`config.mk`:
```
export PLATFORM = sky130hd
export DESIGN_NAME = riff_tagged_chunk_scanner
export DESIGN_NICKNAME = d
export VERILOG_FILES = /design/src/sv/rtcs_pkg.sv /design/src/sv/riff_tagged_chunk_scanner.sv /design/src/sv/rtcs_cfg.sv /design/src/sv/rtcs_walker.sv
export SDC_FILE = /design/constraint.sdc
export NUM_CORES = 1
export LEC_CHECK = 0
export BUFFER_PORTS_ARGS = -buffer_cell sky130_fd_sc_hd__buf_4
export CAP_MARGIN = 20
export CORE_ASPECT_RATIO = 0.8
export CORE_MARGIN = 5
export CORE_UTILIZATION = 34
export DETAILED_ROUTE_END_ITERATION = 8
export PLACE_DENSITY = 0.47
export SETUP_SLACK_MARGIN = 0.3
export SYNTH_ARGS = -nofsm -noshare
export SYNTH_HDL_FRONTEND = slang
export SYNTH_SLANG_ARGS = --single-unit
export TNS_END_PERCENT = 10
```
`constraint.sdc`:
```
create_clock -name clk -period 15.6 [get_ports clk]
set_input_delay 3.9 -clock clk [delete_from_list [all_inputs] [get_ports clk]]
set_output_delay 3.9 -clock clk [all_outputs]
set_load 0.01 [all_outputs]
```
`src/sv/rtcs_pkg.sv`:
```
`timescale 1ns / 1ps
`default_nettype none

package rtcs_pkg;

  localparam logic [31:0] TAG_RIFF         = 32'h4646_4952;
  localparam logic [31:0] TAG_WAVE         = 32'h4556_4157;
  localparam logic [31:0] TARGET_TAG_RESET = 32'd1195459159;
  localparam logic [31:0] STOP_TAG_RESET   = 32'd1635017060;

  localparam logic [31:0] RIFF_HEADER_BYTES  = 32'd12;
  localparam logic [32:0] CHUNK_HEADER_BYTES = 33'd8;
  localparam logic [32:0] RIFF_POS_TAG       = 33'd3;
  localparam logic [32:0] RIFF_POS_WAVE      = 33'd11;

  localparam logic [1:0] STATUS_FOUND      = 2'd0;
  localparam logic [1:0] STATUS_BAD_HEADER = 2'd1;
  localparam logic [1:0] STATUS_NOT_FOUND  = 2'd2;
  localparam logic [1:0] STATUS_TRUNCATED  = 2'd3;

  localparam int  ADDR_W         = 3;
  localparam logic REG_TARGET_TAG = 1'b0;
  localparam logic REG_STOP_TAG   = 1'b1;

  typedef struct packed {
    logic [31:0] target_tag;
    logic [31:0] stop_tag;
  } cfg_t;

  typedef struct packed {
    logic        valid;
    logic [1:0]  status;
    logic [31:0] data_offset;
    logic [31:0] chunk_length;
  } result_t;

endpackage

`default_nettype wire

```
`src/sv/riff_tagged_chunk_scanner.sv`:
```
// The byte that decides a verdict passes the input register, and the verdict
// then leaves the result register. Throughput: one byte per cycle while
// no stalled result blocks the input; the scan state updates in a single pass.
// Reset (rst, synchronous): clears scan state and valid flags, and loads the
// target and stop tags with their defaults.
`timescale 1ns / 1ps
`default_nettype none

module riff_tagged_chunk_scanner (
  input  wire logic                        clk,
  input  wire logic                        rst,
  input  wire logic                        psel,
  input  wire logic                        penable,
  input  wire logic                        pwrite,
  input  wire logic [rtcs_pkg::ADDR_W-1:0] paddr,
  input  wire logic [31:0]                 pwdata,
  output logic [31:0]                      prdata,
  output logic                             pready,
  input  wire logic                        item_valid,
  output logic                             item_stall,
  input  wire logic [7:0]                  data_byte,
  input  wire logic [31:0]                 file_length,
  input  wire logic                        first_byte,
  output logic                             result_valid,
  input  wire logic                        result_stall,
  output logic [1:0]                       status,
  output logic [31:0]                      data_offset,
  output logic [31:0]                      chunk_length
);
  import rtcs_pkg::*;

  cfg_t    cfg;
  result_t res;

  logic        item_q_valid;
  logic [7:0]  item_q_byte;
  logic [31:0] item_q_length;
  logic        item_q_first;
  logic        advance;
  logic        fire;

  assign advance    = !result_valid || !result_stall;
  assign fire       = item_q_valid && advance;
  assign item_stall = item_q_valid && !advance;

  rtcs_cfg u_cfg (
    .clk     (clk),
    .rst     (rst),
    .psel    (psel),
    .penable (penable),
    .pwrite  (pwrite),
    .paddr   (paddr),
    .pwdata  (pwdata),
    .prdata  (prdata),
    .pready  (pready),
    .cfg     (cfg)
  );

  rtcs_walker u_walker (
    .clk         (clk),
    .rst         (rst),
    .fire        (fire),
    .data_byte   (item_q_byte),
    .file_length (item_q_length),
    .first_byte  (item_q_first),
    .cfg         (cfg),
    .res         (res)
  );

  always_ff @(posedge clk) begin
    if (rst) begin
      item_q_valid <= 1'b0;
    end else if (!item_stall) begin
      item_q_valid <= item_valid;
    end
  end

  always_ff @(posedge clk) begin
    if (item_valid && !item_stall) begin
      item_q_byte   <= data_byte;
      item_q_length <= file_length;
      item_q_first  <= first_byte;
    end
  end

  always_ff @(posedge clk) begin
    if (rst) begin
      result_valid <= 1'b0;
    end else if (advance) begin
      result_valid <= fire && res.valid;
    end
  end

  always_ff @(posedge clk) begin
    if (fire && res.valid) begin
      status       <= res.status;
      data_offset  <= res.data_offset;
      chunk_length <= res.chunk_length;
    end
  end

endmodule

`default_nettype wire

```
`src/sv/rtcs_cfg.sv`:
```
`timescale 1ns / 1ps
`default_nettype none

module rtcs_cfg (
  input  wire logic                        clk,
  input  wire logic                        rst,
  input  wire logic                        psel,
  input  wire logic                        penable,
  input  wire logic                        pwrite,
  input  wire logic [rtcs_pkg::ADDR_W-1:0] paddr,
  input  wire logic [31:0]                 pwdata,
  output logic [31:0]                      prdata,
  output logic                             pready,
  output rtcs_pkg::cfg_t                   cfg
);
  import rtcs_pkg::*;

  logic [31:0] target_tag;
  logic [31:0] stop_tag;
  logic        wr_en;

  assign pready = 1'b1;
  assign wr_en  = psel && penable && pwrite && pready;

  always_ff @(posedge clk) begin
    if (rst) begin
      target_tag <= TARGET_TAG_RESET;
      stop_tag   <= STOP_TAG_RESET;
    end else if (wr_en) begin
      case (paddr[2])
        REG_TARGET_TAG: target_tag <= pwdata;
        REG_STOP_TAG:   stop_tag   <= pwdata;
        default:        target_tag <= target_tag;
      endcase
    end
  end

  always_comb begin
    case (paddr[2])
      REG_TARGET_TAG: prdata = target_tag;
      REG_STOP_TAG:   prdata = stop_tag;
      default:        prdata = 32'd0;
    endcase
  end

  assign cfg.target_tag = target_tag;
  assign cfg.stop_tag   = stop_tag;

endmodule

`default_nettype wire

```
`src/sv/rtcs_walker.sv`:
```
`timescale 1ns / 1ps
`default_nettype none

module rtcs_walker (
  input  wire logic        clk,
  input  wire logic        rst,
  input  wire logic        fire,
  input  wire logic [7:0]  data_byte,
  input  wire logic [31:0] file_length,
  input  wire logic        first_byte,
  input  wire rtcs_pkg::cfg_t cfg,
  output rtcs_pkg::result_t res
);
  import rtcs_pkg::*;

  typedef enum logic [1:0] {PH_RIFF, PH_HDR, PH_SKIP} phase_t;

  logic [31:0] byte_position, byte_position_next;
  phase_t      scan_phase, scan_phase_next;
  logic [63:0] header_shift, header_shift_next;
  logic [32:0] skip_remaining, skip_remaining_next;
  logic [31:0] length_latch, length_latch_next;
  logic        verdict_given, verdict_given_next;

  // state as seen after a possible new-file restart
  logic [31:0] e_pos;
  phase_t      e_phase;
  logic [63:0] e_shift;
  logic [32:0] e_skip;
  logic [31:0] e_len;
  logic        e_done;

  logic [63:0] shift_n;
  logic [32:0] hdr_cnt;
  logic [32:0] doff;
  logic [33:0] data_end;
  logic [34:0] next_hdr_end;
  logic [31:0] hdr_tag;
  logic [31:0] hdr_size;

  assign shift_n      = {data_byte, e_shift[63:8]};
  assign hdr_tag      = shift_n[31:0];
  assign hdr_size     = shift_n[63:32];
  assign hdr_cnt      = e_skip + 33'd1;
  assign doff         = {1'b0, e_pos} + 33'd1;
  assign data_end     = {1'b0, doff} + {2'b00, hdr_size};
  assign next_hdr_end = {1'b0, data_end} + {34'd0, hdr_size[0]}
                        + {2'b00, CHUNK_HEADER_BYTES};

  always_comb begin
    if (first_byte) begin
      e_pos   = 32'd0;
      e_phase = PH_RIFF;
      e_shift = 64'd0;
      e_skip  = 33'd0;
      e_len   = file_length;
      e_done  = 1'b0;
    end else begin
      e_pos   = byte_position;
      e_phase = scan_phase;
      e_shift = header_shift;
      e_skip  = skip_remaining;
      e_len   = length_latch;
      e_done  = verdict_given;
    end

    byte_position_next  = e_pos;
    scan_phase_next     = e_phase;
    header_shift_next   = e_shift;
    skip_remaining_next = e_skip;
    length_latch_next   = e_len;
    verdict_given_next  = e_done;

    res.valid        = 1'b0;
    res.status       = STATUS_FOUND;
    res.data_offset  = 32'd0;
    res.chunk_length = 32'd0;

    if (!e_done) begin
      byte_position_next = e_pos + 32'd1;
      header_shift_next  = shift_n;
      case (e_phase)
        PH_RIFF: begin
          if (e_len < RIFF_HEADER_BYTES) begin
            res.valid  = 1'b1;
            res.status = STATUS_BAD_HEADER;
          end else if ({1'b0, e_pos} == RIFF_POS_TAG && shift_n[63:32] != TAG_RIFF) begin
            res.valid  = 1'b1;
            res.status = STATUS_BAD_HEADER;
          end else if ({1'b0, e_pos} == RIFF_POS_WAVE) begin
            if (shift_n[63:32] != TAG_WAVE) begin
              res.valid  = 1'b1;
              res.status = STATUS_BAD_HEADER;
            end else if (e_len < RIFF_HEADER_BYTES + CHUNK_HEADER_BYTES[31:0]) begin
              res.valid  = 1'b1;
              res.status = STATUS_NOT_FOUND;
            end else begin
              scan_phase_next     = PH_HDR;
              skip_remaining_next = 33'd0;
            end
          end
        end
        PH_HDR: begin
          skip_remaining_next = hdr_cnt;
          if (hdr_cnt >= CHUNK_HEADER_BYTES) begin
            if (hdr_tag == cfg.stop_tag) begin
              res.valid  = 1'b1;
              res.status = STATUS_NOT_FOUND;
            end else if (data_end > {2'b00, e_len}) begin
              res.valid  = 1'b1;
              res.status = STATUS_TRUNCATED;
            end else if (hdr_tag == cfg.target_tag) begin
              res.valid        = 1'b1;
              res.status       = STATUS_FOUND;
              res.data_offset  = doff[31:0];
              res.chunk_length = hdr_size;
            end else if (next_hdr_end > {3'b000, e_len}) begin
              res.valid  = 1'b1;
              res.status = STATUS_NOT_FOUND;
            end else begin
              skip_remaining_next = {1'b0, hdr_size} + {32'd0, hdr_size[0]};
              if (hdr_size == 32'd0) begin
                scan_phase_next = PH_HDR;
              end else begin
                scan_phase_next = PH_SKIP;
              end
            end
          end
        end
        PH_SKIP: begin
          if (e_skip != 33'd0) begin
            skip_remaining_next = e_skip - 33'd1;
          end
          if (e_skip <= 33'd1) begin
            scan_phase_next = PH_HDR;
          end
        end
        default: begin
          scan_phase_next = e_phase;
        end
      endcase
      if (res.valid) begin
        verdict_given_next = 1'b1;
      end
    end
  end

  always_ff @(posedge clk) begin
    if (rst) begin
      byte_position  <= 32'd0;
      scan_phase     <= PH_RIFF;
      header_shift   <= 64'd0;
      skip_remaining <= 33'd0;
      length_latch   <= 32'd0;
      verdict_given  <= 1'b0;
    end else if (fire) begin
      byte_position  <= byte_position_next;
      scan_phase     <= scan_phase_next;
      header_shift   <= header_shift_next;
      skip_remaining <= skip_remaining_next;
      length_latch   <= length_latch_next;
      verdict_given  <= verdict_given_next;
    end
  end

endmodule

`default_nettype wire
```
# Word level (Yosys, flattened, before mapping)
# Cells that the tools add are included.
# word_totals
ff_bits,329
latchBits,0
ram_bits,0
rom_bits,0
inputBits,83
memories,0
# op_classes
addsub,8
multipliers,0
div_mod_pow,0
order_cmp,6
eq_ne,8
shift,0
mux,55
n_bitwise,4
reduce_logical,18
# op_table
op,count
33-bit two-way mux,13
64-bit two-way mux,6
67-bit two-way mux,2
33-bit case mux with 3 select lines,1
32-bit two-way mux,3
32-bit equality test,2
32-bit by 31-bit != test with 1-bit output (second input constant),2
32-bit case mux with 2 select lines,1
34-bit by 1-bit adder with 35-bit output,1
35-bit by 4-bit adder with 35-bit output (second input constant),1
35-bit by 32-bit greater-than comparator with 1-bit output,1
33-bit by 32-bit adder with 34-bit output,1
34-bit by 32-bit greater-than comparator with 1-bit output,1
32-bit by 1-bit adder with 33-bit output,1
32-bit by 1-bit adder with 33-bit output (second input constant),1
33-bit by 1-bit adder with 33-bit output (second input constant),1
33-bit by 4-bit greater-or-equal comparator with 1-bit output (second input constant),1
33-bit by 1-bit less-or-equal comparator with 1-bit output (second input constant),1
33-bit nonzero test,1
33-bit by 1-bit subtractor with 33-bit output (second input constant),1
32-bit by 1-bit adder with 32-bit output (second input constant),1
32-bit by 2-bit equality test with 1-bit output (second input constant),1
32-bit by 4-bit equality test with 1-bit output (second input constant),1
32-bit zero test,1
other kinds (16),53

# Logic depth before layout (Yosys ltp)
# Gate-level depths: netlist (run 1).
# depth
depth_word,15
mapped_depth,48
mapped_depth_nobuf,34

# By module
# Synthesis (run 1) repeated with hierarchy kept, for this count alone.
# unflattened
cells_unflattened,2815
hier_area_um2,23263.6
# by_module_without_submodules
module,n_inst,cells_each,area_per_inst_um2
rtcs_walker,1,2397,16923.7
riff_tagged_chunk_scanner,1,119,3306.9
rtcs_cfg,1,299,3032.9

# Worst setup path after synthesis (run 1)
# Ideal clock, no wire load.
# synth_timing
kind,flip-flop to flip-flop
start,register item_q_first
end,"register chunk_length[0], enable pin"
setup_time_ps,431
t_arrival_ps,10485
path_slack_ps,4684
stages_incl_launch_ff,45
n_path_buf,12
path_cell_list,edfxtp_1 buf_4 buf_2 buf_2 buf_2 buf_1 buf_1 buf_2 buf_2 buf_1 buf_1 clkbuf_1 nor2b_1 ha_1 nand3_1 nor2_1 and3_1 xnor2_1 (+9 left out) nand4_1 or4_1 or2_1 or3_1 nor2_1 xnor2_1 ha_1 a21o_1 a21oi_1 o22ai_1 nor2_1 mux2_2 a31oi_1 a21o_1 nor4b_4 o21ai_0 a21bo_2 and2_1
# synth_via
elab_chain_cells,15
word_cells_on_any_way,39
# synth_rtl
element,line,source
"start, declared",riff_tagged_chunk_scanner.sv:38,logic item_q_first;
"start signal, assigned",riff_tagged_chunk_scanner.sv:82,item_q_first <= first_byte;
32-bit two-way mux *,rtcs_walker.sv:51,if (first_byte) begin
32-bit by 1-bit adder with 33-bit output *,rtcs_walker.sv:45,"assign doff = {1'b0, e_pos} + 33'd1;"
named net u_walker.doff[10],rtcs_walker.sv:35,logic [32:0] doff;
33-bit by 32-bit adder with 34-bit output *,rtcs_walker.sv:46,"assign data_end = {1'b0, doff} + {2'b00, hdr_size};"
34-bit by 1-bit adder with 35-bit output,rtcs_walker.sv:47,"assign next_hdr_end = {1'b0, data_end} + {34'd0, hdr_size[0]}"
35-bit by 4-bit adder with 35-bit output,rtcs_walker.sv:48,"+ {2'b00, CHUNK_HEADER_BYTES};"
35-bit by 32-bit greater-than comparator with 1-bit output,rtcs_walker.sv:117,"end else if (next_hdr_end > {3'b000, e_len}) begin"
3-bit two-way mux,rtcs_walker.sv:117,
3-bit two-way mux,rtcs_walker.sv:112,end else if (hdr_tag == cfg.target_tag) begin
3-bit two-way mux *,rtcs_walker.sv:109,"end else if (data_end > {2'b00, e_len}) begin"
3-bit two-way mux *,rtcs_walker.sv:106,if (hdr_tag == cfg.stop_tag) begin
67-bit two-way mux *,rtcs_walker.sv:105,if (hdr_cnt >= CHUNK_HEADER_BYTES) begin
3-bit case mux with 2 select lines *,rtcs_walker.sv:82,case (e_phase)
3-bit two-way mux *,rtcs_walker.sv:79,if (!e_done) begin
67-bit two-way mux *,rtcs_walker.sv:79,
1-bit logical AND *,riff_tagged_chunk_scanner.sv:95,if (fire && res.valid) begin
"end signal, assigned",riff_tagged_chunk_scanner.sv:98,chunk_length <= res.chunk_length;
"end, declared",riff_tagged_chunk_scanner.sv:28,output logic [31:0] chunk_length
# Mark *: on every way through the listed nets, which the timed path passes. The rest lies on a longest branch. The select of a mux whose other input is x is not followed.
# A chain may end at the register's enable or synchronous reset.

# Final worst setup path (run 1)
# layout_timing
start,register item_q_first
end,register u_walker.skip_remaining[19]
# layout_via
word_cells_on_any_way,42
# layout_rtl
element,line,source
64-bit two-way mux *,rtcs_walker.sv:51,
named net u_walker.e_shift[40],rtcs_walker.sv:28,logic [63:0] e_shift;
33-bit by 32-bit adder with 34-bit output,rtcs_walker.sv:46,
34-bit by 1-bit adder with 35-bit output,rtcs_walker.sv:47,
35-bit by 4-bit adder with 35-bit output,rtcs_walker.sv:48,
35-bit by 32-bit greater-than comparator with 1-bit output,rtcs_walker.sv:117,
33-bit two-way mux,rtcs_walker.sv:117,
33-bit two-way mux,rtcs_walker.sv:112,
33-bit two-way mux,rtcs_walker.sv:109,
33-bit two-way mux,rtcs_walker.sv:106,
33-bit two-way mux,rtcs_walker.sv:105,
33-bit case mux with 3 select lines *,rtcs_walker.sv:82,
33-bit two-way mux *,rtcs_walker.sv:79,
"end signal, assigned",rtcs_walker.sv:160,skip_remaining <= skip_remaining_next;
"end, declared",rtcs_walker.sv:21,"logic [32:0] skip_remaining, skip_remaining_next;"
# Marks and branches as above.

==> reports/metrics.yaml, run 1 <==
synth_area_um2: 23410
whs_path_depth: 2
crit_path_max_fanout: 138
routed_wl_mm: 90.32
cts-htree-levels: 2
drtAntennaViolNets: 0
netlist_instances: 2923
drv_cap: 0
status: "complete, no violations"
fin_util_pct: 38.99
wl_met3_mm: 7.159
clockBufferDepth: 3
avgRoutedWirePerCell_um: 23.09
dp_cells: 3839
whs_ns: 0.4504
crit_required_ns: 16.08
clock_skew_ns: 0.03232
dr.first_iter.drc_count: 2384
p_leak_uw: 0.01018
path_class: "reg -> reg"
antennaDiodeCount: 0
max_stage_delay_ns: 0.92
drc: 0
clk_pin_slew_ns: 0.06
yosysSeqAreaShare_pct: 32.71
reg2reg_depth: 32
track_usage_pct: 23.27
row_count: 86
synth_edf_count: 107
finalHoldViolations: 0
grt_max_degree: 139
power_density_nw_per_um2: 84.47
initial_utilization_pct: 34.16
crit_family: "compound AO/OA/AOI/OAI gates"
synth_area_leader_cell: "dfxtp_1"
hold_path.class: "reg -> reg"
fin_nets: 3144
slew_headroom_pct: 26.52
cts_tree: "built"
cts_hold_repair.buffers: 0
dp_hpwl_mm: 66.05
ios: 184
fmax_ghz: 0.08893
grt_pass1_wl_mm: 134.6
critPathLaunchType: "register"
grt_pass1_vias: 21070
cts_buffers: 39
ys_ff_latch: 329
period_minus_slack_ns: 11.24
clock_sinks: 329
pwr-share-clk_pct: 43.5
slew_violations: 0
synth.avg_cell_area_um2: 8.009
critPathSlowestCell: "o211a_1"
crit_buf_inv: 4
clock_latency_ns: 0.59
die_area_um2: 74240
drive_gt1_share_pct: 12.19
cp.depth: 32
postCtsSetupRepairBufs: 0
globalRouteOverflowTotal: 0
rsz0062_at_grt: "false"
die_w_um: 303.4
combinationalPowerShare_pct: 14.9
fin_crit_sh_pct: 72.08
top_layer_used: "met5"
tns_ns: 0
synth.area.top_cells: "dfxtp_1, edfxtp_1, nor2_1, ha_1, nand2_1"
yosysUniqueCellTypes: 105
power_frac_seq_pct: 41.6
crit_arrival_ns: 11.73
synth_top_area_share_pct: 18.98
area_delta_synth_final_pct: 14.15
place.gp.congestion: 0.9553
r2r_slack_ns: 4.36
worstSetupEndpointType: "register"
cts_resized: 0
switching_share_pct: 29.16
synthFlopType: "dfxtp_1"
yosysMostFrequentCell: "nor2_1"
viasPerCell: 5.846
met1_length_mm: 45.63
p_sw_uw: 658.1
intPower_uw: 1599
syn_nets: 3111
die_h_um: 244.7
instances_no_fill: 3911
worst_pin_slew_ns: 1.093
drt_pass1_iterations: 6
ys_warn_count: 0
via_count: 22860
root_buffer: "clkbuf_16"
setup_viol: 0
antenna_found_initial: 1
portBuffers: 180
synth_common_cells: "nor2_1, nand2_1, dfxtp_1"
wl_met2_mm: 35.80
cp_common_cell: "a21o_1"
ir_worst_vdd_v: 0.00006471
async_reset_ff_share_pct: 0
fp.coreArea_um2: 68540
metrics by stage:
step | setup WS (ns) | total power (uW) | cell area, um2
final | 4.355 | 2257 | 26720
after global routing | 4.100 | 2346 | 26720
after CTS | 4.635 | 2277 | 26720
after detailed placement | 4.699 | 1287 | 25370
after global placement | 4.671 | 1281 | 25350
after floorplan | 4.684 | 1162 | 23410
cells by family after synthesis:
logic type / count (synthesis) / synth area share [%]
multiplexers: 88 / 4.024
AO/OA/AOI/OAI: 688 / 19.61
AND/OR/NAND/NOR: 1246 / 26.31
flip-flops: 329 / 32.71
other: 1 / 0.01602
adder cells (fa/ha/maj): 106 / 5.692
XOR/XNOR: 180 / 6.793
buffers and inverters: 285 / 4.847
final timing paths:
check | start | to
hold / removal | u_walker.length_latch[0] | u_walker.length_latch[0]
setup reg to reg | item_q_first | u_walker.skip_remaining[19]
hold reg to reg | u_walker.length_latch[0] | u_walker.length_latch[0]
setup / recovery | item_q_first | u_walker.skip_remaining[19]
routing by layer:
layer  vias up  global-route usage, %
met5         -                      0
met4         2                  4.729
met3       103                  4.183
met2       896                  31.89
met1     11130                  37.47
li1      10730                      -
flip-flops by register name, summed over array words and instances, names as in the netlist, 32 cells and up:
| signal | cells |
|---|---|
| u_cfg.stop_tag | 32 |
| u_walker.length_latch | 32 |
| chunk_length | 32 |
| item_q_length | 32 |
| u_cfg.target_tag | 32 |
| u_walker.skip_remaining | 33 |
| data_offset | 32 |
| u_walker.byte_position | 32 |
| u_walker.header_shift | 56 |
layout make-up:
class	count	area, um2
Timing Repair Buffer	211	1604
Clock inverter	28	341.6
Inverter	66	247.7
Sequential cell	329	7657
Tap cell	924	1156
Fill cell	7005	41820
Clock buffer	44	1016
Multi-Input combinational cell	2309	14700
cells in the final DEF, fill, tap and decap left out, types with 55 or more instances in the layout:
master | netlist | routed
a211oi_1 | 55 | 55
edfxtp_1 | 107 | 107
nor3_1 | 77 | 76
nor2_1 | 376 | 373
xnor2_1 | 117 | 117
xor2_1 | 62 | 62
buf_4 | 3 | 208
o21ai_0 | 89 | 89
inv_1 | 65 | 65
nand3_1 | 120 | 120
dfxtp_1 | 222 | 222
nand2_1 | 317 | 317
nand4_1 | 62 | 62
a21oi_1 | 210 | 208
ha_1 | 104 | 104
worst min-delay path: stages (launching register included):
cell and delay [ns]:
dfxtp_1 0.30, nand2_1 0.05, a21oi_1 0.05
power groups by stage:
stage               combinational [uW]  clock (uW)  sequential [uW]
floorplan                          224           0              938
global placement                   326           0              955
detailed placement                 331           0              956
CTS                                332        1010              938
global route                       366        1040              941
finish                             336         983              939
No activity file was read; power rests on OpenSTA's default activity.
==> inputs of run 2 (changes only) <==
--- a/config.mk
+++ b/config.mk
@@ -11,7 +11,7 @@
 export CORE_MARGIN = 5
 export CORE_UTILIZATION = 34
 export DETAILED_ROUTE_END_ITERATION = 8
-export PLACE_DENSITY = 0.47
+export PLACE_DENSITY = 0.49
 export SETUP_SLACK_MARGIN = 0.3
 export SYNTH_ARGS = -nofsm -noshare
 export SYNTH_HDL_FRONTEND = slang
==> constraint.sdc (replaced) <==
create_clock -name clk -period 9.54 [get_ports clk]
set_input_delay 2.385 -clock clk [delete_from_list [all_inputs] [get_ports clk]]
set_output_delay 2.385 -clock clk [all_outputs]
set_load 0.01 [all_outputs]
==> reports/metrics.yaml, run 2 (same netlist as run 1, synthesis figures left out) <==
critPathSlowestCell: "or4_1"
clock_skew_ns: 0.01523
switching_share_pct: 29.60
tns_ns: 0
root_buffer: "clkbuf_16"
drv_cap: 0
avgRoutedWirePerCell_um: 23.07
clock_latency_ns: 0.58
crit_required_ns: 9.79
final_area_um2: 26820
p_leak_uw: 0.01023
via_count: 22960
largest_register_ffs: 56
clk_pin_slew_ns: 0.06
path_class: "reg -> reg"
die_h_um: 244.7
status: "complete, no violations"
finalHoldViolations: 0
intPower_uw: 2561
pwr-share-clk_pct: 42.5
grt_pass1_wl_mm: 135.5
instances_no_fill: 3933
period_minus_slack_ns: 8.745
viasPerCell: 5.837
cts_hold_repair.buffers: 0
drive_gt1_share_pct: 12.84
grt_max_degree: 121
track_usage_pct: 23.43
layout_common_cells: "nor2_1, nand2_1, buf_4"
cts-htree-levels: 2
die_w_um: 303.4
slew_violations: 0
crit_arrival_ns: 9.00
fp.coreArea_um2: 68540
worst_pin_slew_ns: 1.018
power_density_nw_per_um2: 135.7
post_dp_cell_area_um2: 25490
fin_crit_sh_pct: 91.66
dp_cells: 3857
drc: 0
row_count: 86
fin_nets: 3164
antenna_found_initial: 2
setup_viol: 0
portBuffers: 180
clockBufferDepth: 3
area_delta_synth_final_pct: 14.54
cp_common_cell: "nor2_1"
combinationalPowerShare_pct: 15.3
ir_worst_vdd_v: 0.0001120
globalRouteOverflowTotal: 0
ios: 184
p_sw_uw: 1077
initial_utilization_pct: 34.16
top_regs: "u_walker.header_shift x56, u_walker.skip_remaining x33"
fmax_ghz: 0.1144
top_register: "u_walker.header_shift"
slew_headroom_pct: 32.14
place.gp.congestion: 0.9599
drt_pass1_iterations: 6
cts_tree: "built"
crit_path_max_fanout: 33
power_frac_seq_pct: 42.2
layout_commonest_cell: "nor2_1"
drtAntennaViolNets: 0
max_stage_delay_ns: 0.58
cts_buffers: 40
grt_pass1_vias: 21320
rsz0062_at_grt: "false"
routed_wl_mm: 90.74
worstSetupEndpointType: "register"
die_area_um2: 74240
dp_hpwl_mm: 66.24
hold_path.class: "reg -> reg"
clock_sinks: 329
critPathLaunchType: "register"
dr.first_iter.drc_count: 2320
run 2: changes by cell type in the layout (fill, tap and decap cells not counted), sizes merged:
cell	delta
diode	+2
clkbuf	+9
and2	+1
clkinv	-9
inv	+2
clkinvlp	+3
buf	+18
bufinv	-4
run 2: final cells by class:
class                      instances  area [um2]
clock inverter                    20       193.9
inverter                          66       247.7
multi-input combinational       2310       14710
antenna                            2       5.005
clock buffer                      53        1111
fill                            7004       41730
tap                              924        1156
timing repair buffer             229        1735
sequential                       329        7657
run 2: final timing paths:
kind / start / to / slack, ns / cells after the start
max reg2reg: item_q_first / data_offset[18] / 0.80 / 31
max: item_q_first / data_offset[18] / 0.80 / 31
min: u_walker.length_latch[0] / u_walker.length_latch[0] / 0.45 / 2
min reg2reg: u_walker.length_latch[0] / u_walker.length_latch[0] / 0.45 / 2
run 2: what timing repair did:
action | 4_1_cts | 5_1_grt
buffers inserted | 0 | 0
endpoints found under the setup margin | 0 | 82
hold endpoints to repair | 0 | 0
gates resized for setup | 0 | 4
run 2: worst max-delay path, delay by kind of cell, from the launching register on:
family,cells,cell delay (ns)
DFF,1,0.54
xor gates and xnor gates,3,0.51
and+or+nand+nor,12,3.60
AOI/OAI and AO/OA,11,2.50
adders and majority gates,2,0.76
buffers and inverters,2,0.28
muxes,1,0.16
run 2: stage by stage:
stage / utilization [%] / worst slack [ns] / power [uW] / hold slack, ns
after global routing: 39.12 / 0.3203 / 3786 / 0.4972
after floorplan: - / 0.3007 / 1900 / 0.4338
final: 39.12 / 0.7952 / 3638 / 0.4538
after detailed placement: 37.19 / 0.6752 / 2110 / 0.4474
after CTS: 39.09 / 0.6161 / 3672 / 0.4558
after global placement: 37.19 / 0.7020 / 2104 / 0.4390
run 2: power groups by stage:
stage	Combinational [uW]	Sequential [uW]	Clock (uW)
6_report	558	1530	1540
5_1_grt	607	1540	1640
4_1_cts	550	1530	1590
3_5_place_dp	547	1560	0
3_3_place_gp	541	1560	0
2_1_floorplan	367	1530	0
run 2: layer usage:
metal	global-route usage [%]	wire length (um)	vias up
met1	36.23	43720	11120
met2	31.89	35920	962
met4	5.025	1810	2
li1	-	-	10760
met3	6.712	9278	103
met5	0	7	-
